$ cat config.mk
export PLATFORM = sky130hd
export DESIGN_NAME = egpe_quad
export DESIGN_NICKNAME = d
export VERILOG_FILES = /design/src/rtl/egpe_pkg.sv /design/src/rtl/egpe_quad.sv
export SDC_FILE = /design/constraint.sdc
export NUM_CORES = 2
export LEC_CHECK = 0
export BUFFER_PORTS_ARGS = -buffer_cell sky130_fd_sc_hd__buf_2
export CAP_MARGIN = 20
export CORE_MARGIN = 2
export CORE_UTILIZATION = 58
export DETAILED_ROUTE_END_ITERATION = 8
export GPL_TIMING_DRIVEN = 0
export PLACE_DENSITY = 0.83
export SLEW_MARGIN = 20
export SYNTH_ARGS = -nofsm -noshare
export SYNTH_HDL_FRONTEND = slang
export SYNTH_SLANG_ARGS = --single-unit
$ cat constraint.sdc
create_clock -name clk -period 12.5 [get_ports clk]
set_clock_uncertainty 0.2 [all_clocks]
set_input_delay 1.25 -clock clk [delete_from_list [all_inputs] [get_ports clk]]
set_output_delay 1.25 -clock clk [all_outputs]
set_load 0.01 [all_outputs]
$ cat src/rtl/egpe_pkg.sv
`timescale 1ns / 1ps

package egpe_pkg;

  // Register indexes of the configuration port.
  localparam int unsigned CFG_INDEX_W = 8;
  localparam logic [CFG_INDEX_W-1:0] CFG_COEF_COS          = 8'd0;
  localparam logic [CFG_INDEX_W-1:0] CFG_COEF_SIN          = 8'd1;
  localparam logic [CFG_INDEX_W-1:0] CFG_INV_AXIS_RATIO_SQ = 8'd2;
  localparam logic [CFG_INDEX_W-1:0] CFG_NORM              = 8'd3;

  localparam logic [31:0] INV_AXIS_RATIO_SQ_RST = 32'd16777216;

  // Magnitudes of the rotated offsets in Q.16; anything at 64.0 or above is flagged.
  localparam int unsigned AB_W = 22;
  // Quadratic form in Q.32, below 32.0 when it is used.
  localparam int unsigned Q_W = 37;
  // Exponent in base two, Q6.24.
  localparam int unsigned T_W = 30;
  localparam int unsigned T_FRAC_W = 24;
  localparam int unsigned SHIFT_W = T_W - T_FRAC_W;
  // Mantissa of exp, Q.30 with 1.0 representable.
  localparam int unsigned MANT_W = 31;

  localparam int unsigned MAX_TABLE_BITS = 12;

  localparam logic [MANT_W-1:0] LOG2E_Q30 = 31'd1549082005;
  localparam logic [63:0] ONE_Q30  = 64'h0000_0000_4000_0000;
  localparam logic [63:0] HALF_Q30 = 64'h0000_0000_2000_0000;

  function automatic logic [63:0] isqrt64(input logic [63:0] v);
    logic [63:0] rem;
    logic [63:0] res;
    logic [63:0] bit_v;
    rem   = v;
    res   = '0;
    bit_v = 64'h4000_0000_0000_0000;
    for (int it = 0; it < 32; it++) begin
      if (rem >= res + bit_v) begin
        rem = rem - (res + bit_v);
        res = (res >> 1) + bit_v;
      end else begin
        res = res >> 1;
      end
      bit_v = bit_v >> 2;
    end
    return res;
  endfunction

  // Entry idx of the table of 2^(-idx/2^bits), built from repeated square roots of one half.
  function automatic logic [MANT_W-1:0] exp_rom_entry(input int bits, input int idx);
    logic [63:0] roots [0:MAX_TABLE_BITS];
    logic [63:0] v;
    roots[0] = ONE_Q30 >> 1;
    for (int k = 1; k <= bits; k++) begin
      roots[k] = isqrt64(roots[k-1] << 30);
    end
    v = ONE_Q30;
    for (int j = 0; j <= bits; j++) begin
      if (((idx >> j) & 1) != 0) begin
        v = (v * roots[bits-j] + HALF_Q30) >> 30;
      end
    end
    return v[MANT_W-1:0];
  endfunction

endpackage

$ cat src/rtl/egpe_quad.sv
`timescale 1ns / 1ps

module egpe_quad import egpe_pkg::*; (
  input  logic              clk,
  input  logic              rst,
  input  logic [31:0]       inv_axis_ratio_sq,
  input  logic              in_valid,
  output logic              in_ready,
  input  logic [AB_W-1:0]   am,
  input  logic [AB_W-1:0]   bm,
  input  logic              big,
  output logic              out_valid,
  input  logic              out_ready,
  output logic [Q_W-1:0]    q,
  output logic              zero
);

  localparam int unsigned NS = 3;
  localparam int unsigned SQ_W = 2 * AB_W;
  localparam int unsigned BS_W = SQ_W - 16;
  localparam int unsigned BI_W = BS_W + 32;
  localparam int unsigned QS_W = BI_W - 8 + 1;

  logic [NS-1:0] vld;
  logic [NS-1:0] en;

  logic [SQ_W-1:0] aa0;
  logic [SQ_W-1:0] bb0;
  logic            z0;
  logic [SQ_W-1:0] aa1;
  logic [BI_W-1:0] bbi1;
  logic            z1;
  logic [QS_W-1:0] qs;

  always_comb begin
    en[NS-1] = ~vld[NS-1] | out_ready;
    for (int k = NS - 2; k >= 0; k--) begin
      en[k] = ~vld[k] | en[k+1];
    end
  end

  always_ff @(posedge clk) begin
    if (rst) begin
      vld <= '0;
    end else begin
      if (en[0]) begin
        vld[0] <= in_valid;
      end
      for (int k = 1; k < NS; k++) begin
        if (en[k]) begin
          vld[k] <= vld[k-1];
        end
      end
    end
  end

  assign qs = QS_W'(aa1) + QS_W'(bbi1[BI_W-1:8]);

  always_ff @(posedge clk) begin
    if (en[0]) begin
      aa0 <= SQ_W'(am) * SQ_W'(am);
      bb0 <= SQ_W'(bm) * SQ_W'(bm);
      z0  <= big;
    end
    if (en[1]) begin
      aa1  <= aa0;
      bbi1 <= BI_W'(bb0[SQ_W-1:16]) * BI_W'(inv_axis_ratio_sq);
      z1   <= z0;
    end
    if (en[2]) begin
      q    <= qs[Q_W-1:0];
      // The exponential underflows once the form reaches 32.
      zero <= z1 | (|qs[QS_W-1:Q_W]);
    end
  end

  assign in_ready  = en[0];
  assign out_valid = vld[NS-1];

endmodule

==> flow_summary_export.csv <==
group,metric,value,unit
placement,placed_cells,8306,
floorplanning,die-area,113200,um^2
drt,drtIter0Drc,3733,
placement,dpl.hpwl,161200,um
placement,port-buffer-count,85,
clock_tree,clock-root-buffer,"clkbuf_16",
grt,use_met3,6.677,%
sta,grt_setup_unrepaired,"no",
sta,worst_slew_pin_slew,1.216,ns
sta,fmax,102.1,MHz
finish,drive_gt1_share,2.677,%
finish,area_delta_synth_final,4.955,%
synth,synthArstFlopShare,0,%
synth,synth_cell_types,86,
synth,synth.area.top_cells,"fa_1 46%, ha_1 11%, inv_1 10%, edfxtp_1 9.6%, and2_1 6.4%",
finish,final_common_cell,"inv_1",
critical_path,cp.required,12.60,ns
floorplanning,rows,121,
sta,finalCritPeriodShare,78.37,%
grt,grt_use_total,35.15,%
flow_run,drv_cap,0,
synth,synth_top_area_cell,"fa_1",
synth,synth_area,64110,um^2
finish,fillers,9356,
critical_path,crit_path_start_kind,"primary input",
clock_tree,cts_buffer_depth,3,
drt,drt-total-wl,191200,um
placement,gp_congestion,1.032,
worst_hold_path,hp-class,"reg2reg",
floorplanning,start_util,58.65,%
drt,via_per_inst,5.627,
synth,yosys_most_used_dff,"edfxtp_1",
grt,grt_pass1_vias,50830,
sta,hold_viol,0,
grt,antenna_found_initial,24,
synth,yosysWarnings,0,
outcome,status,"complete, no violations",
grt,grt_pass1_wl,294300,um
synth,synth_area_per_cell,9.509,um^2
sta,layout_min_cycle_time,9.796,ns
synth,yosysSeqAreaShare,9.743,%
grt,grtUsageMet2,56.63,%
synth,syn-num-nets,8867,
clock_tree,clkSlewWorstSetupHoldPaths,0.06,ns
critical_path,worstSetupEndpointType,"flip-flop",
clock_tree,cts_num_sinks,209,
drt,wl_per_cell,22.85,um
grt,use_met1,44.63,%
finish,fin_nets,8982,
floorplanning,core_area,109300,um^2
sta,setup_viol,0,
clock_tree,htreeDepth,1,
drt,ant_nets,0,
sta,fin_tns_setup,0,ns
critical_path,path_class,"in2reg",
floorplanning,die_w,336.5,um
synth,netlist_instances,6742,
clock_tree,clock_latency,0.56,ns
clock_tree,cts_buffers,25,
synth,synth_edf_count,206,
clock_tree,hold_buffers,0,
synth,yosysTopAreaCellShare,45.84,%
critical_path,arrival,9.90,ns
floorplanning,die_h,336.5,um
sta,slew_viol_final,0,
finish,instances_no_fill,8366,
grt,grt.busiest_layer,"met2",
clock_tree,post-cts-setup-buffers,0,
worst_hold_path,holdPathStages,0,
sta,slew_headroom,18.94,%
grt,overflow,0,
critical_path,r2r_cells,25,
floorplanning,io_pins,121,
clock_tree,cts_resized,0,
synth,ys_ff_latch,209,
drt,drt_pass1_iterations,6,
clock_tree,cts_tree,"done",
grt,grt_max_degree,55,
critical_path,worstPathMaxFanout,10,
drt,vias,47070,
finish,mostFrequentLayoutCells,"1770 x inv_1, 1468 x fa_1, 779 x nand2_1",
drt,drc,0,
[synth_stat cells (all sizes together) (3+ instances only)]
library cell / instances
dfxtp: 3
o2111a: 3
mux2: 5
buf: 13
o2111ai: 3
o211ai: 14
o31ai: 3
a31oi: 22
o21a: 23
or2: 9
a2111oi: 3
a221o: 3
or3: 10
mux2i: 4
a41o: 3
edfxtp: 206
fa: 1468
nand2b: 27
inv: 1772
nand4b: 5
a21boi: 3
nand2: 781
clkbuf: 274
nor4: 3
a211o: 6
and2: 655
and3: 20
nor2b: 29
nand4: 28
ha: 576
nor2: 139
o41ai: 3
a21oi: 162
o21ai: 82
xnor2: 111
nor3: 33
a211oi: 20
xor2: 60
nand3: 44
a21o: 58
o21bai: 24
[flip-flops by register name, indices dropped and copies added (netlist names)]
signal	count
aa0	43
z1	1
bb0	28
zero	1
bbi1	52
q	37
z0	1
aa1	43
vld	3
[routing by layer]
layer | vias up | part of all wire [%]
met5 | - | 0.021
met4 | 8 | 7.3
met3 | 637 | 9.6
met2 | 2354 | 46
met1 | 23920 | 37
li1 | 20150 | -
[kinds of logic (layout without fill, tap and decap cells)]
group	after synthesis	after routing	share of synthesized area (%)
buf+inv	2059	2191	12.09
simple gates	1792	1792	13.83
mux	9	9	0.1503
other cells	0	16	0
compound gates	458	458	4.764
xor+xnor	171	171	2.336
flops	209	209	9.743
fa+ha+maj	2044	2044	57.08
[final cells by class]
class,instances,area [um^2],share of cell area [%]
Antenna cell,16,40.04,0.05950
Clock inverter,15,138.9,0.2064
Inverter,1772,6654,9.889
Clock buffer,29,640.6,0.9521
Buffer,287,1101,1.636
Timing Repair Buffer,88,500.5,0.7438
Tap cell,1476,1847,2.745
Sequential cell,209,6246,9.283
Multi-Input combinational cell,4474,50120,74.49
[path summary, 6_finish.rpt]
path	startpoint	endpoint	slack [ns]
worst max-delay path	inv_axis_ratio_sq[16]	bbi1[53]$_DFFE_PP_	2.70
worst min-delay path	aa0[41]$_DFFE_PP_	aa1[41]$_DFFE_PP_	0.22
worst max register to register	bb0[18]$_DFFE_PP_	bbi1[53]$_DFFE_PP_	3.44
worst min register to register	aa0[41]$_DFFE_PP_	aa1[41]$_DFFE_PP_	0.22
[per-stage QoR]
step | hold slack, ns | setup WS, ns | utilization, % | area (um^2)
4_1_cts | 0.2192 | 2.892 | 61.52 | 67250
3_5_place_dp | 0.2056 | 2.310 | 60.81 | 66470
2_1_floorplan | 0.2003 | 4.171 | - | 64110
6_report | 0.2170 | 2.704 | 61.56 | 67290
5_1_grt | 0.2231 | 2.444 | 61.53 | 67260
3_3_place_gp | 0.2036 | 2.399 | 60.73 | 66380
[worst max-delay path, stage by stage]
cell	delay, ns
clkbuf_1	0.71
clkbuf_1	0.95
nand2_1	0.18
fa_1	0.54
fa_1	0.57
fa_1	0.52
fa_1	0.51
inv_1	0.06
fa_1	0.50
fa_1	0.50
inv_1	0.05
fa_1	0.63
inv_1	0.11
ha_1	0.36
a21oi_1	0.21
o21ai_1	0.15
a2111oi_4	0.34
nand3_1	0.22
nand3_2	0.18
a211oi_2	0.11
or3_4	0.46
a41o_4	0.30
a31oi_4	0.22
o31ai_1	0.11
xor2_1	0.15
Power is not shown: default switching activity piles up to over one toggle a cycle in this logic, so the estimate is an artifact.
